$ cat config.mk
export PLATFORM = sky130hd
export DESIGN_NAME = clock_buffer_frame_manager_flat
export DESIGN_NICKNAME = d
export VERILOG_FILES = /design/src/rtl/core/cbfm_pkg.sv /design/src/rtl/core/cbfm_if.sv /design/src/rtl/core/clock_buffer_frame_manager.sv /design/src/flat_wrapper.sv
export SDC_FILE = /design/constraint.sdc
export NUM_CORES = 1
export LEC_CHECK = 0
export BUFFER_PORTS_ARGS = -buffer_cell sky130_fd_sc_hd__buf_2
export CAP_MARGIN = 20
export CORE_UTILIZATION = 67
export CTS_CLUSTER_SIZE = 8
export DETAILED_ROUTE_END_ITERATION = 8
export GPL_ROUTABILITY_DRIVEN = 0
export PLACE_DENSITY = 0.85
export SETUP_SLACK_MARGIN = 0.5
export SLEW_MARGIN = 20
export SYNTH_ARGS = -nofsm -noshare
export SYNTH_HDL_FRONTEND = slang
export SYNTH_SLANG_ARGS = --single-unit
$ cat constraint.sdc
create_clock -name clk_i -period 12.3 [get_ports clk_i]
set_input_delay 0.615 -clock clk_i [delete_from_list [all_inputs] [get_ports clk_i]]
set_output_delay 0.615 -clock clk_i [all_outputs]
set_load 0.005 [all_outputs]
$ cat src/rtl/core/cbfm_pkg.sv
// ----------------------------------------------------------------------------
// cbfm_pkg
// shared constants, codes and the frame entry type of the frame manager
// ----------------------------------------------------------------------------
package cbfm_pkg;

  localparam int NumFrames = 16;
  localparam int FileBits  = 8;
  localparam int PageBits  = 24;
  localparam int PinBits   = 8;

  localparam int FrameW  = $clog2(NumFrames);
  localparam int TickW   = $clog2(2 * NumFrames + 1);
  localparam int PinCntW = $clog2(NumFrames + 1);

  // fixed port field widths
  localparam int ModeW    = 3;
  localparam int FileW    = 8;
  localparam int PageW    = 24;
  localparam int StatusW  = 3;
  localparam int FrameOutW = 4;

  localparam logic [PinBits-1:0] PinMax = {PinBits{1'b1}};

  localparam logic [ModeW-1:0] ModeRead    = 3'd0;
  localparam logic [ModeW-1:0] ModeUnpin   = 3'd1;
  localparam logic [ModeW-1:0] ModeAlloc   = 3'd2;
  localparam logic [ModeW-1:0] ModeDispose = 3'd3;
  localparam logic [ModeW-1:0] ModeFlush   = 3'd4;

  localparam logic [StatusW-1:0] StOk        = 3'd0;
  localparam logic [StatusW-1:0] StFull      = 3'd1;
  localparam logic [StatusW-1:0] StNotPinned = 3'd2;
  localparam logic [StatusW-1:0] StNotFound  = 3'd3;
  localparam logic [StatusW-1:0] StPinned    = 3'd4;
  localparam logic [StatusW-1:0] StPresent   = 3'd5;
  localparam logic [StatusW-1:0] StPinOvf    = 3'd6;

  typedef struct packed {
    logic                dirty;
    logic                refd;
    logic [PinBits-1:0]  pins;
    logic [FileBits-1:0] file;
    logic [PageBits-1:0] page;
  } entry_t;

endpackage

$ cat src/rtl/core/cbfm_if.sv
// ----------------------------------------------------------------------------
// cbfm_req_if / cbfm_rsp_if
// valid/ready channels carrying requests and results of the frame manager
// ----------------------------------------------------------------------------
interface cbfm_req_if;
  logic                          valid;
  logic                          ready;
  logic [cbfm_pkg::ModeW-1:0]    mode;
  logic [cbfm_pkg::FileW-1:0]    file_id;
  logic [cbfm_pkg::PageW-1:0]    page_no;
  logic                          mark_dirty;

  modport source (output valid, mode, file_id, page_no, mark_dirty, input ready);
  modport sink   (input valid, mode, file_id, page_no, mark_dirty, output ready);
endinterface

interface cbfm_rsp_if;
  logic                            valid;
  logic                            ready;
  logic [cbfm_pkg::StatusW-1:0]    status;
  logic [cbfm_pkg::FrameOutW-1:0]  frame;
  logic                            fetch_needed;
  logic                            write_back;
  logic [cbfm_pkg::FileW-1:0]      victim_file;
  logic [cbfm_pkg::PageW-1:0]      victim_page;
  logic                            last;

  modport source (output valid, status, frame, fetch_needed, write_back, victim_file,
                  victim_page, last, input ready);
  modport sink   (input valid, status, frame, fetch_needed, write_back, victim_file,
                  victim_page, last, output ready);
endinterface

$ cat src/rtl/core/clock_buffer_frame_manager.sv
// ----------------------------------------------------------------------------
// clock_buffer_frame_manager
// frame table of a page buffer with second-chance (clock) replacement
// ----------------------------------------------------------------------------
//  channel  | dir | carries
//  ---------+-----+-----------------------------------------------------------
//  req_i    | in  | mode, file_id, page_no, mark_dirty
//  rsp_o    | out | status, frame, fetch_needed, write_back, victim_*, last
//
//  every frame look is a read step then an evaluate step on the entry memory
//  lookup scans the frames in order; a miss on read or alloc runs a clock sweep
//  of at most 2*NumFrames steps, each a read step then a decide step
//  flush walks all frames once, with a result per dirty frame and a final one,
//  but stops with a pinned status at the first pinned frame of the file
//  reset clears valid bits, the clock hand (to the last frame) and control;
//  the entry memory is not cleared. a full result register stalls the walk
//

module clock_buffer_frame_manager (
  input  logic clk_i,
  input  logic rst_ni,
  cbfm_req_if.sink   req_i,
  cbfm_rsp_if.source rsp_o
);

  localparam logic [2:0] S_IDLE = 3'd0;
  localparam logic [2:0] S_FRD  = 3'd1; // lookup read
  localparam logic [2:0] S_FEV  = 3'd2; // lookup compare
  localparam logic [2:0] S_SRD  = 3'd3; // sweep step read
  localparam logic [2:0] S_SEV  = 3'd4; // sweep step decide
  localparam logic [2:0] S_LRD  = 3'd5; // flush read
  localparam logic [2:0] S_LEV  = 3'd6; // flush decide
  localparam logic [2:0] S_LEND = 3'd7; // flush final status

  localparam logic [cbfm_pkg::FrameW-1:0] LastIdx =
    cbfm_pkg::FrameW'(cbfm_pkg::NumFrames - 1);

  logic [2:0] state_q, state_d;
  logic [cbfm_pkg::FrameW-1:0] idx_q, idx_d, hand_q, hand_d, hand_nx;
  logic [cbfm_pkg::TickW-1:0] ticks_q, ticks_d;
  logic [cbfm_pkg::PinCntW-1:0] pinned_q, pinned_d;
  logic [cbfm_pkg::NumFrames-1:0] valid_q, valid_d;

  // latched request
  logic [cbfm_pkg::ModeW-1:0]    mode_q, mode_d;
  logic [cbfm_pkg::FileBits-1:0] file_q, file_d;
  logic [cbfm_pkg::PageBits-1:0] page_q, page_d;
  logic                          md_q, md_d;

  // entry memory
  cbfm_pkg::entry_t mem_q [cbfm_pkg::NumFrames];
  cbfm_pkg::entry_t rd_q, mem_wd;
  logic mem_we, mem_re;
  logic [cbfm_pkg::FrameW-1:0] mem_wa, mem_ra;

  // result register
  logic out_valid_q, out_free, emit;
  logic [cbfm_pkg::StatusW-1:0] e_status, st_q;
  logic [cbfm_pkg::FrameW-1:0] e_frame;
  logic [cbfm_pkg::FrameOutW-1:0] fr_q;
  logic e_fetch, e_wb, e_last, fetch_q, wb_q, last_q;
  logic [cbfm_pkg::FileBits-1:0] e_vf;
  logic [cbfm_pkg::PageBits-1:0] e_vp;
  logic [cbfm_pkg::FileW-1:0] vf_q;
  logic [cbfm_pkg::PageW-1:0] vp_q;

  logic hit, fmatch;

  assign req_i.ready = (state_q == S_IDLE);
  assign out_free    = !out_valid_q || rsp_o.ready;
  assign hand_nx     = (hand_q == LastIdx) ? '0 : hand_q + 1'b1;
  assign hit    = valid_q[idx_q] && rd_q.file == file_q && rd_q.page == page_q;
  assign fmatch = valid_q[idx_q] && rd_q.file == file_q;

  always_comb begin
    state_d  = state_q;
    idx_d    = idx_q;
    hand_d   = hand_q;
    ticks_d  = ticks_q;
    pinned_d = pinned_q;
    valid_d  = valid_q;
    mode_d   = mode_q;
    file_d   = file_q;
    page_d   = page_q;
    md_d     = md_q;
    mem_we   = 1'b0;
    mem_wa   = idx_q;
    mem_wd   = rd_q;
    mem_re   = 1'b0;
    mem_ra   = idx_q;
    emit     = 1'b0;
    e_status = cbfm_pkg::StOk;
    e_frame  = '0;
    e_fetch  = 1'b0;
    e_wb     = 1'b0;
    e_vf     = '0;
    e_vp     = '0;
    e_last   = 1'b1;

    unique case (state_q)
      S_IDLE: begin
        if (req_i.valid) begin
          mode_d = req_i.mode;
          file_d = cbfm_pkg::FileBits'(req_i.file_id);
          page_d = cbfm_pkg::PageBits'(req_i.page_no);
          md_d   = req_i.mark_dirty;
          idx_d  = '0;
          if (req_i.mode == cbfm_pkg::ModeRead || req_i.mode == cbfm_pkg::ModeUnpin ||
              req_i.mode == cbfm_pkg::ModeAlloc || req_i.mode == cbfm_pkg::ModeDispose) begin
            state_d = S_FRD;
          end else if (req_i.mode == cbfm_pkg::ModeFlush) begin
            state_d = S_LRD;
          end
          // unused modes are dropped
        end
      end

      S_FRD: begin
        mem_re  = 1'b1;
        state_d = S_FEV;
      end

      S_FEV: begin
        if (hit) begin
          if (out_free) begin
            emit    = 1'b1;
            e_frame = idx_q;
            state_d = S_IDLE;
            unique case (mode_q)
              cbfm_pkg::ModeRead: begin
                mem_we      = 1'b1;
                mem_wd.refd = 1'b1;
                if (rd_q.pins == cbfm_pkg::PinMax) begin
                  e_status = cbfm_pkg::StPinOvf;
                end else begin
                  mem_wd.pins = rd_q.pins + 1'b1;
                end
              end
              cbfm_pkg::ModeAlloc: e_status = cbfm_pkg::StPresent;
              cbfm_pkg::ModeUnpin: begin
                if (rd_q.pins == '0) begin
                  e_status = cbfm_pkg::StNotPinned;
                end else begin
                  mem_we       = 1'b1;
                  mem_wd.pins  = rd_q.pins - 1'b1;
                  mem_wd.dirty = rd_q.dirty | md_q;
                end
              end
              default: valid_d[idx_q] = 1'b0; // dispose
            endcase
          end
        end else if (idx_q == LastIdx) begin
          if (mode_q == cbfm_pkg::ModeRead || mode_q == cbfm_pkg::ModeAlloc) begin
            ticks_d  = '0;
            pinned_d = '0;
            state_d  = S_SRD;
          end else if (out_free) begin
            emit     = 1'b1;
            e_status = cbfm_pkg::StNotFound;
            state_d  = S_IDLE;
          end
        end else begin
          idx_d   = idx_q + 1'b1;
          state_d = S_FRD;
        end
      end

      S_SRD: begin
        if (ticks_q == cbfm_pkg::TickW'(2 * cbfm_pkg::NumFrames)) begin
          // one more tick would exceed the sweep limit
          if (out_free) begin
            hand_d   = hand_nx;
            emit     = 1'b1;
            e_status = cbfm_pkg::StFull;
            state_d  = S_IDLE;
          end
        end else begin
          hand_d  = hand_nx;
          ticks_d = ticks_q + 1'b1;
          mem_re  = 1'b1;
          mem_ra  = hand_nx;
          state_d = S_SEV;
        end
      end

      S_SEV: begin
        mem_wa = hand_q;
        if (!valid_q[hand_q] || (!rd_q.refd && rd_q.pins == '0)) begin
          // take this frame, writing back an evicted dirty page
          if (out_free) begin
            mem_we          = 1'b1;
            mem_wd.dirty    = 1'b0;
            mem_wd.refd     = 1'b1;
            mem_wd.pins     = cbfm_pkg::PinBits'(1);
            mem_wd.file     = file_q;
            mem_wd.page     = page_q;
            valid_d[hand_q] = 1'b1;
            emit            = 1'b1;
            e_frame         = hand_q;
            e_fetch         = (mode_q == cbfm_pkg::ModeRead);
            if (valid_q[hand_q] && rd_q.dirty) begin
              e_wb = 1'b1;
              e_vf = rd_q.file;
              e_vp = rd_q.page;
            end
            state_d = S_IDLE;
          end
        end else if (rd_q.refd) begin
          // second chance
          mem_we      = 1'b1;
          mem_wd.refd = 1'b0;
          state_d     = S_SRD;
        end else if (pinned_q == cbfm_pkg::PinCntW'(cbfm_pkg::NumFrames - 1)) begin
          if (out_free) begin
            emit     = 1'b1;
            e_status = cbfm_pkg::StFull;
            state_d  = S_IDLE;
          end
        end else begin
          pinned_d = pinned_q + 1'b1;
          state_d  = S_SRD;
        end
      end

      S_LRD: begin
        mem_re  = 1'b1;
        state_d = S_LEV;
      end

      S_LEV: begin
        if (fmatch && rd_q.pins != '0) begin
          if (out_free) begin
            emit     = 1'b1;
            e_status = cbfm_pkg::StPinned;
            e_frame  = idx_q;
            state_d  = S_IDLE;
          end
        end else if (fmatch && rd_q.dirty && !out_free) begin
          state_d = S_LEV; // wait for room in the result register
        end else begin
          if (fmatch) begin
            valid_d[idx_q] = 1'b0;
            if (rd_q.dirty) begin
              emit    = 1'b1;
              e_frame = idx_q;
              e_wb    = 1'b1;
              e_vf    = rd_q.file;
              e_vp    = rd_q.page;
              e_last  = 1'b0;
            end
          end
          if (idx_q == LastIdx) begin
            state_d = S_LEND;
          end else begin
            idx_d   = idx_q + 1'b1;
            state_d = S_LRD;
          end
        end
      end

      default: begin // S_LEND
        if (out_free) begin
          emit    = 1'b1;
          state_d = S_IDLE;
        end
      end
    endcase
  end

  always_ff @(posedge clk_i or negedge rst_ni) begin
    if (!rst_ni) begin
      state_q     <= S_IDLE;
      idx_q       <= '0;
      hand_q      <= LastIdx;
      ticks_q     <= '0;
      pinned_q    <= '0;
      valid_q     <= '0;
      mode_q      <= '0;
      out_valid_q <= 1'b0;
    end else begin
      state_q  <= state_d;
      idx_q    <= idx_d;
      hand_q   <= hand_d;
      ticks_q  <= ticks_d;
      pinned_q <= pinned_d;
      valid_q  <= valid_d;
      mode_q   <= mode_d;
      if (emit) begin
        out_valid_q <= 1'b1;
      end else if (rsp_o.ready) begin
        out_valid_q <= 1'b0;
      end
    end
  end

  // request payload and result payload
  always_ff @(posedge clk_i) begin
    file_q <= file_d;
    page_q <= page_d;
    md_q   <= md_d;
    if (emit) begin
      st_q    <= e_status;
      fr_q    <= cbfm_pkg::FrameOutW'(e_frame);
      fetch_q <= e_fetch;
      wb_q    <= e_wb;
      vf_q    <= cbfm_pkg::FileW'(e_vf);
      vp_q    <= cbfm_pkg::PageW'(e_vp);
      last_q  <= e_last;
    end
  end

  // entry memory, one write and one registered read port
  always_ff @(posedge clk_i) begin
    if (mem_we) begin
      mem_q[mem_wa] <= mem_wd;
    end
    if (mem_re) begin
      rd_q <= mem_q[mem_ra];
    end
  end

  assign rsp_o.valid        = out_valid_q;
  assign rsp_o.status       = st_q;
  assign rsp_o.frame        = fr_q;
  assign rsp_o.fetch_needed = fetch_q;
  assign rsp_o.write_back   = wb_q;
  assign rsp_o.victim_file  = vf_q;
  assign rsp_o.victim_page  = vp_q;
  assign rsp_o.last         = last_q;

endmodule

$ cat src/flat_wrapper.sv
// flat-port wrapper written by rule: the top's interface ports become plain ports
module clock_buffer_frame_manager_flat 
  (clk_i, rst_ni, req_i_valid, req_i_mode, req_i_file_id, req_i_page_no, req_i_mark_dirty, req_i_ready, rsp_o_valid, rsp_o_status, rsp_o_frame, rsp_o_fetch_needed, rsp_o_write_back, rsp_o_victim_file, rsp_o_victim_page, rsp_o_last, rsp_o_ready);
  cbfm_req_if req_i_i ();
  cbfm_rsp_if rsp_o_i ();
  input  logic clk_i;
  input  logic rst_ni;
  input wire logic [$bits(req_i_i.valid)-1:0] req_i_valid;
  input wire logic [$bits(req_i_i.mode)-1:0] req_i_mode;
  input wire logic [$bits(req_i_i.file_id)-1:0] req_i_file_id;
  input wire logic [$bits(req_i_i.page_no)-1:0] req_i_page_no;
  input wire logic [$bits(req_i_i.mark_dirty)-1:0] req_i_mark_dirty;
  output wire logic [$bits(req_i_i.ready)-1:0] req_i_ready;
  output wire logic [$bits(rsp_o_i.valid)-1:0] rsp_o_valid;
  output wire logic [$bits(rsp_o_i.status)-1:0] rsp_o_status;
  output wire logic [$bits(rsp_o_i.frame)-1:0] rsp_o_frame;
  output wire logic [$bits(rsp_o_i.fetch_needed)-1:0] rsp_o_fetch_needed;
  output wire logic [$bits(rsp_o_i.write_back)-1:0] rsp_o_write_back;
  output wire logic [$bits(rsp_o_i.victim_file)-1:0] rsp_o_victim_file;
  output wire logic [$bits(rsp_o_i.victim_page)-1:0] rsp_o_victim_page;
  output wire logic [$bits(rsp_o_i.last)-1:0] rsp_o_last;
  input wire logic [$bits(rsp_o_i.ready)-1:0] rsp_o_ready;
  assign req_i_i.valid = req_i_valid;
  assign req_i_i.mode = req_i_mode;
  assign req_i_i.file_id = req_i_file_id;
  assign req_i_i.page_no = req_i_page_no;
  assign req_i_i.mark_dirty = req_i_mark_dirty;
  assign req_i_ready = req_i_i.ready;
  assign rsp_o_valid = rsp_o_i.valid;
  assign rsp_o_status = rsp_o_i.status;
  assign rsp_o_frame = rsp_o_i.frame;
  assign rsp_o_fetch_needed = rsp_o_i.fetch_needed;
  assign rsp_o_write_back = rsp_o_i.write_back;
  assign rsp_o_victim_file = rsp_o_i.victim_file;
  assign rsp_o_victim_page = rsp_o_i.victim_page;
  assign rsp_o_last = rsp_o_i.last;
  assign rsp_o_i.ready = rsp_o_ready;
  clock_buffer_frame_manager u_core (.clk_i(clk_i), .rst_ni(rst_ni), .req_i(req_i_i), .rsp_o(rsp_o_i));
endmodule
; ---- Word-level counts from Yosys, hierarchy flattened
; Memories as Yosys holds them, arrays and structs flattened. A register that Yosys moved wholly into a read port is not among the register bits.
; Cells that the tools add are included.
[word_totals]
regBits = 117
mem_bits_rw = 672
mem_bits_ro = 0
mem_count = 1
elab_cells = 256
latchBits = 0
[classes]
n_eq_ne = 37
div = 0
n_reduce_logical = 41
addsub = 6
n_shift = 0
n_mul = 0
order_cmp = 4
n_bitwise = 6
muxes = 143
[memory_table]
columns = memory, depth, width, rd, rd_ports_with_merged_regs, wr, line
row1 = u_core.mem_q, 16, 42, 1, 1, 1, clock_buffer_frame_manager.sv:51  ; cbfm_pkg::entry_t mem_q [cbfm_pkg::NumFrames];
[op_table]
columns = operator, n
row1 = $mux 24, 7
row2 = $mux 16, 8
row3 = $mux 4, 19
row4 = $mux 3, 24
row5 = $mux 8, 9
row6 = $pmux 16 s3, 1
row7 = $pmux 24 s2, 1
row8 = $mux 42, 1
row9 = $mux 40, 1
row10 = $mux 1, 37
row11 = $mux 32, 1
row12 = $pmux 8 s2, 2
row13 = $mux 5, 6
row14 = $eq 24x24->1, 1
row15 = $mux 6, 4
row16 = $pmux 4 s3, 2
row17 = $pmux 3 s7, 1
row18 = $mux 10, 2
row19 = $pmux 10 s2, 1
row20 = $ne 2x2->1 const B, 9
row21 = $and 16x16->16, 1
row22 = $ne 2x1->1 const B, 8
row23 = $not 16->16, 1
row24 = $or 16x16->16, 1
row25 = 43 further kinds, 89

; ---- Longest topological paths before layout
[logic_depth]
word_depth = 10
mapped_depth = 10

; ---- Least setup slack after synthesis
; Ideal clock, no wire load.
[synth_timing]
kind = register to register
from = reg u_core.hand_q[0] in the netlist's numbering
to = mem u_core.mem_q[9][0] in the netlist's numbering, enable pin
arrival_time_ns = 5.219
synth_period_minus_slack_ns = 5.713
path_stages_with_launch = 9
setup_ns = 0.493
setup_slack_ns = 6.587
required_time_ns = 11.807
cell_sequence = dfstp_2 > buf_4 > mux4_2 > mux4_2 > a211oi_2 > a31oi_1 > o21a_2 > buf_6 > nor3_1
[synth_via]
elab_chain_len = 8
[synth_rtl]
columns = element, line
row1 = "start, declared", clock_buffer_frame_manager.sv:39  ; logic [cbfm_pkg::FrameW-1:0] idx_q, idx_d, hand_q, hand_d, hand_nx;
row2 = "start signal, assigned", clock_buffer_frame_manager.sv:274  ; hand_q <= LastIdx;
row3 = "start signal, assigned", clock_buffer_frame_manager.sv:283  ; hand_q <= hand_d;
row4 = $bmux 1 s4, clock_buffer_frame_manager.sv:188  ; if (!valid_q[hand_q] || (!rd_q.refd && rd_q.pins == '0)) begin
row5 = $mux 1 (implied by the code), clock_buffer_frame_manager.sv:188
row6 = $logic_not 1->1, clock_buffer_frame_manager.sv:188
row7 = $logic_or 1x1->1, clock_buffer_frame_manager.sv:188
row8 = $mux 1, clock_buffer_frame_manager.sv:188
row9 = $pmux 1 s2, clock_buffer_frame_manager.sv:100  ; unique case (state_q)
row10 = $mux 1, clock_buffer_frame_manager.sv:314  ; if (mem_we) begin
row11 = $mux 1 (implied by the code), clock_buffer_frame_manager.sv:315  ; mem_q[mem_wa] <= mem_wd;
row12 = "end, declared", clock_buffer_frame_manager.sv:51
; Parallel ways exist; a longest one is shown, timed or not. The select of a mux whose other input is x is not followed.

; ---- Worst setup path after layout
[layout_timing]
from = reg u_core.rd_q[22] (netlist name)
to = mem u_core.mem_q[15][28] in the netlist's numbering, enable pin
[layout_via]
elab_chain_len = 6
[layout_rtl]
columns = element, line
row1 = $eq 24x24->1, clock_buffer_frame_manager.sv:72  ; assign hit = valid_q[idx_q] && rd_q.file == file_q && rd_q.page == page_q;
row2 = $logic_and 1x1->1, clock_buffer_frame_manager.sv:72
row3 = $mux 1, clock_buffer_frame_manager.sv:124  ; if (hit) begin
row4 = $pmux 1 s2, clock_buffer_frame_manager.sv:100
row5 = $mux 1, clock_buffer_frame_manager.sv:314
row6 = $mux 1 (implied by the code), clock_buffer_frame_manager.sv:315
; No other way between the ends.

==> flow_summary.yaml <==
status:
  status: "complete, no violations"
power_and_ir_drop:
  power.combinational.fraction: 0.292
  p_leak_nw: 13.11
  power_frac_seq: 0.428
  p_int_mw: 6.626
  power_mw: 9.831
  p_sw_frac: 0.3260
  peakVddDrop_mv: 0.1718
  p_sw_mw: 3.205
  clkPwrFrac: 0.281
  power_density_nw_per_um2: 257.7
routing:
  wirelength_um: 87410
  highest_layer: "met4"
  vias: 18800
  dr_wl_met3_um: 9707
  drc_errors: 0
  wl_per_cell_um: 34.12
  dr.first_iter.drc_count: 2755
  postRouteAntennaNets: 0
  route.met2.wl_um: 43240
  via_per_inst: 7.338
  first_pass_iters: 6
  wl_met1_um: 30060
global_routing:
  grt_pass1_wl_um: 126300
  grtUsageTotal: 0.3511
  grt_overflow: 0
  grt_antenna_before_repair: 0
  grt_max_degree: 120
  grt_pass1_vias: 19360
place:
  post-place-cells: 2424
  post-dp-hpwl_um: 42770
  portBuffers: 83
  preCtsSetupSlack_ns: 7.088
  place_area_um2: 35090
clock_network:
  postCtsSetupBuffers: 0
  cts_tree: "done"
  clockBufferDepth: 3
  ctsResizeCount: 0
  cts_hold_buffers: 0
  clock_latency_ns: 0.68
  path_clk_slew_ns: 0.05
  cts_root_buf: "clkbuf_16"
  clock-sinks: 831
  htree_num_levels: 3
  numCtsBuffers: 113
sta:
  min_period_ns: 5.219
  rsz0062_at_grt: "false"
  setup_tns_ns: 0
  finClkSkew_ns: 0.05644
  worst_slack_ns: 7.081
  drv_slew: 0
  finalHoldViolCount: 0
  finalCritPeriodShare: 0.4243
  hold_slack_ns: 0.1104
  fmax_ghz: 0.1916
  relSlewSlack: 0.2217
  finalSetupViolations: 0
  tightest_slew_ns: 1.167
synth:
  yosysUniqueCellTypes: 69
  syn_area_per_cell_um2: 19.55
  async_flop_share: 0.05054
  yosys_warnings: 0
  synth-seq-cells: 831
  synthesis.instances: 1730
  synthTopCellsByCount: "edfxtp_1 (789), mux4_2 (175), mux2i_1 (136), nand2_1 (51), and2_1 (42)"
  netlist_area_um2: 33820
  ys_top_cells_by_area: "edfxtp_1 (70%), mux4_2 (12%), mux2i_1 (4.0%), dfrtp_1 (2.8%), xnor2_1 (0.91%)"
  synth_top_area_share: 0.7006
  syn-num-nets: 1785
  synth_edf_count: 789
  synth_top_cell_by_area: "edfxtp_1"
  seq_area_frac_synth: 0.7318
  synth_flop_cell: "edfxtp_1"
  synth_most_common_cell: "edfxtp_1"
final_layout:
  fin_nets: 1930
  layoutNonFillerInstCount: 2562
  n_fill_cell: 2445
  antenna_cells: 0
  fin_util: 0.7728
  drive_gt1_frac: 0.2518
  area_growth_syn_to_layout_pct: 12.79
  final_area_um2: 38140
die:
  die_h_um: 226.7
  die_w_um: 226.7
  io_pins: 84
  dieArea_um2: 51380
  initial_core_util: 0.6852
  num_rows: 81
  core_um2: 49360
setup_path:
  ff2ff_setup_slack_ns: 7.08
  crit_fanout: 31
  path_class: "reg2reg"
  crit_arrival_ns: 5.51
  r2r-end: "u_core.mem_q[15][28]"
  cp_data_required_time_ns: 12.59
  startpoint_type: "flip-flop"
  r2r_start: "u_core.rd_q[22]"
  endpoint_kind: "flip-flop"
  reg2reg_depth: 7
min_path:
  min_path_cells: 1
  min_to: "u_core.file_q[7]"
  hp-start: "req_i_file_id[7]"
  min_path_type: "in2reg"
flow_run:
  maxCapViolations: 0
power groups by stage:
stage | sequential, mW | clock (mW) | combinational [mW]
after CTS | 4.19 | 2.77 | 2.81
after global placement | 4.20 | 0 | 2.60
after detailed placement | 4.22 | 0 | 2.70
final | 4.20 | 2.76 | 2.87
after floorplan | 4.12 | 0 | 1.94
after global routing | 4.22 | 2.87 | 2.99
critical path, stage by stage, from the launching register on:
cell      delay, ns
edfxtp_1       0.47
xnor2_1        0.50
nand4_1        0.37
nor4_2         0.67
nand4_1        0.63
o21a_2         0.58
nor3_2         0.93
buf_4          0.65
final cells by class:
cell class,count,area (um^2),share of cell area
Inverter,16,62.56,0.001640
Multi-Input combinational cell,796,8761,0.2297
Clock buffer,132,2899,0.07600
Clock inverter,6,117.6,0.003083
Sequential cell,831,24750,0.6488
Timing Repair Buffer,117,723.2,0.01896
Tap cell,664,830.8,0.02178
cells by family after synthesis:
group	Yosys count	share of synthesized area
DFF	831	0.7318
muxes	353	0.1708
and+or+nand+nor	251	0.03940
AOI/OAI and AO/OA	137	0.02734
buffers and inverters	103	0.01473
xor gates and xnor gates	40	0.01036
adders and majority gates	15	0.005550
routing by layer:
layer	vias to the layer above	GRT usage
met2	1630	0.5622
met4	0	0.1774
met5	-	0
met3	296	0.08864
li1	7313	-
met1	9562	0.4517
state kept, by name, indices dropped and copies added, names as in the netlist:
signal and count:
u_core.rsp_o.frame 4, u_core.rsp_o.victim_file 8, u_core.mode_q 3, u_core.rsp_o.status 3, u_core.mem_q 672, u_core.pinned_q 5, u_core.rsp_o.write_back 1, u_core.idx_q 4
u_core.valid_q 16, u_core.page_q 24, u_core.rsp_o.valid 1, u_core.ticks_q 6, u_core.file_q 8, u_core.rsp_o.fetch_needed 1, u_core.state_q 3, u_core.rd_q 42
u_core.md_q 1, u_core.rsp_o.last 1, u_core.rsp_o.victim_page 24, u_core.hand_q 4
cell usage in the layout (no fill, tap or decap), drive strengths merged, types with 30 or more instances in the layout:
master,Yosys,final
mux4,175,175
xnor2,35,35
nor2,39,39
nand2,51,51
edfxtp,789,789
buf,57,117
nor3,30,30
dfrtp,38,38
clkbuf,30,132
and2,43,43
mux2i,136,136
a31oi,38,38
mux2,42,42
o21ai,33,33
worst max-delay path by stage:
stage                      endpoint  slack [ns]  cells past startpoint             start
6_report       u_core.mem_q[15][28]        7.08                      7   u_core.rd_q[22]
5_1_grt        u_core.mem_q[15][24]        6.88                      7   u_core.rd_q[22]
4_1_cts        u_core.mem_q[12][38]        6.91                      7   u_core.rd_q[22]
3_5_place_dp   u_core.mem_q[12][26]        7.09                      7   u_core.rd_q[22]
3_3_place_gp   u_core.mem_q[14][26]        7.47                      7   u_core.rd_q[22]
2_1_floorplan    u_core.mem_q[9][0]        6.59                      8  u_core.hand_q[0]
(Power assumes the default switching activity.)
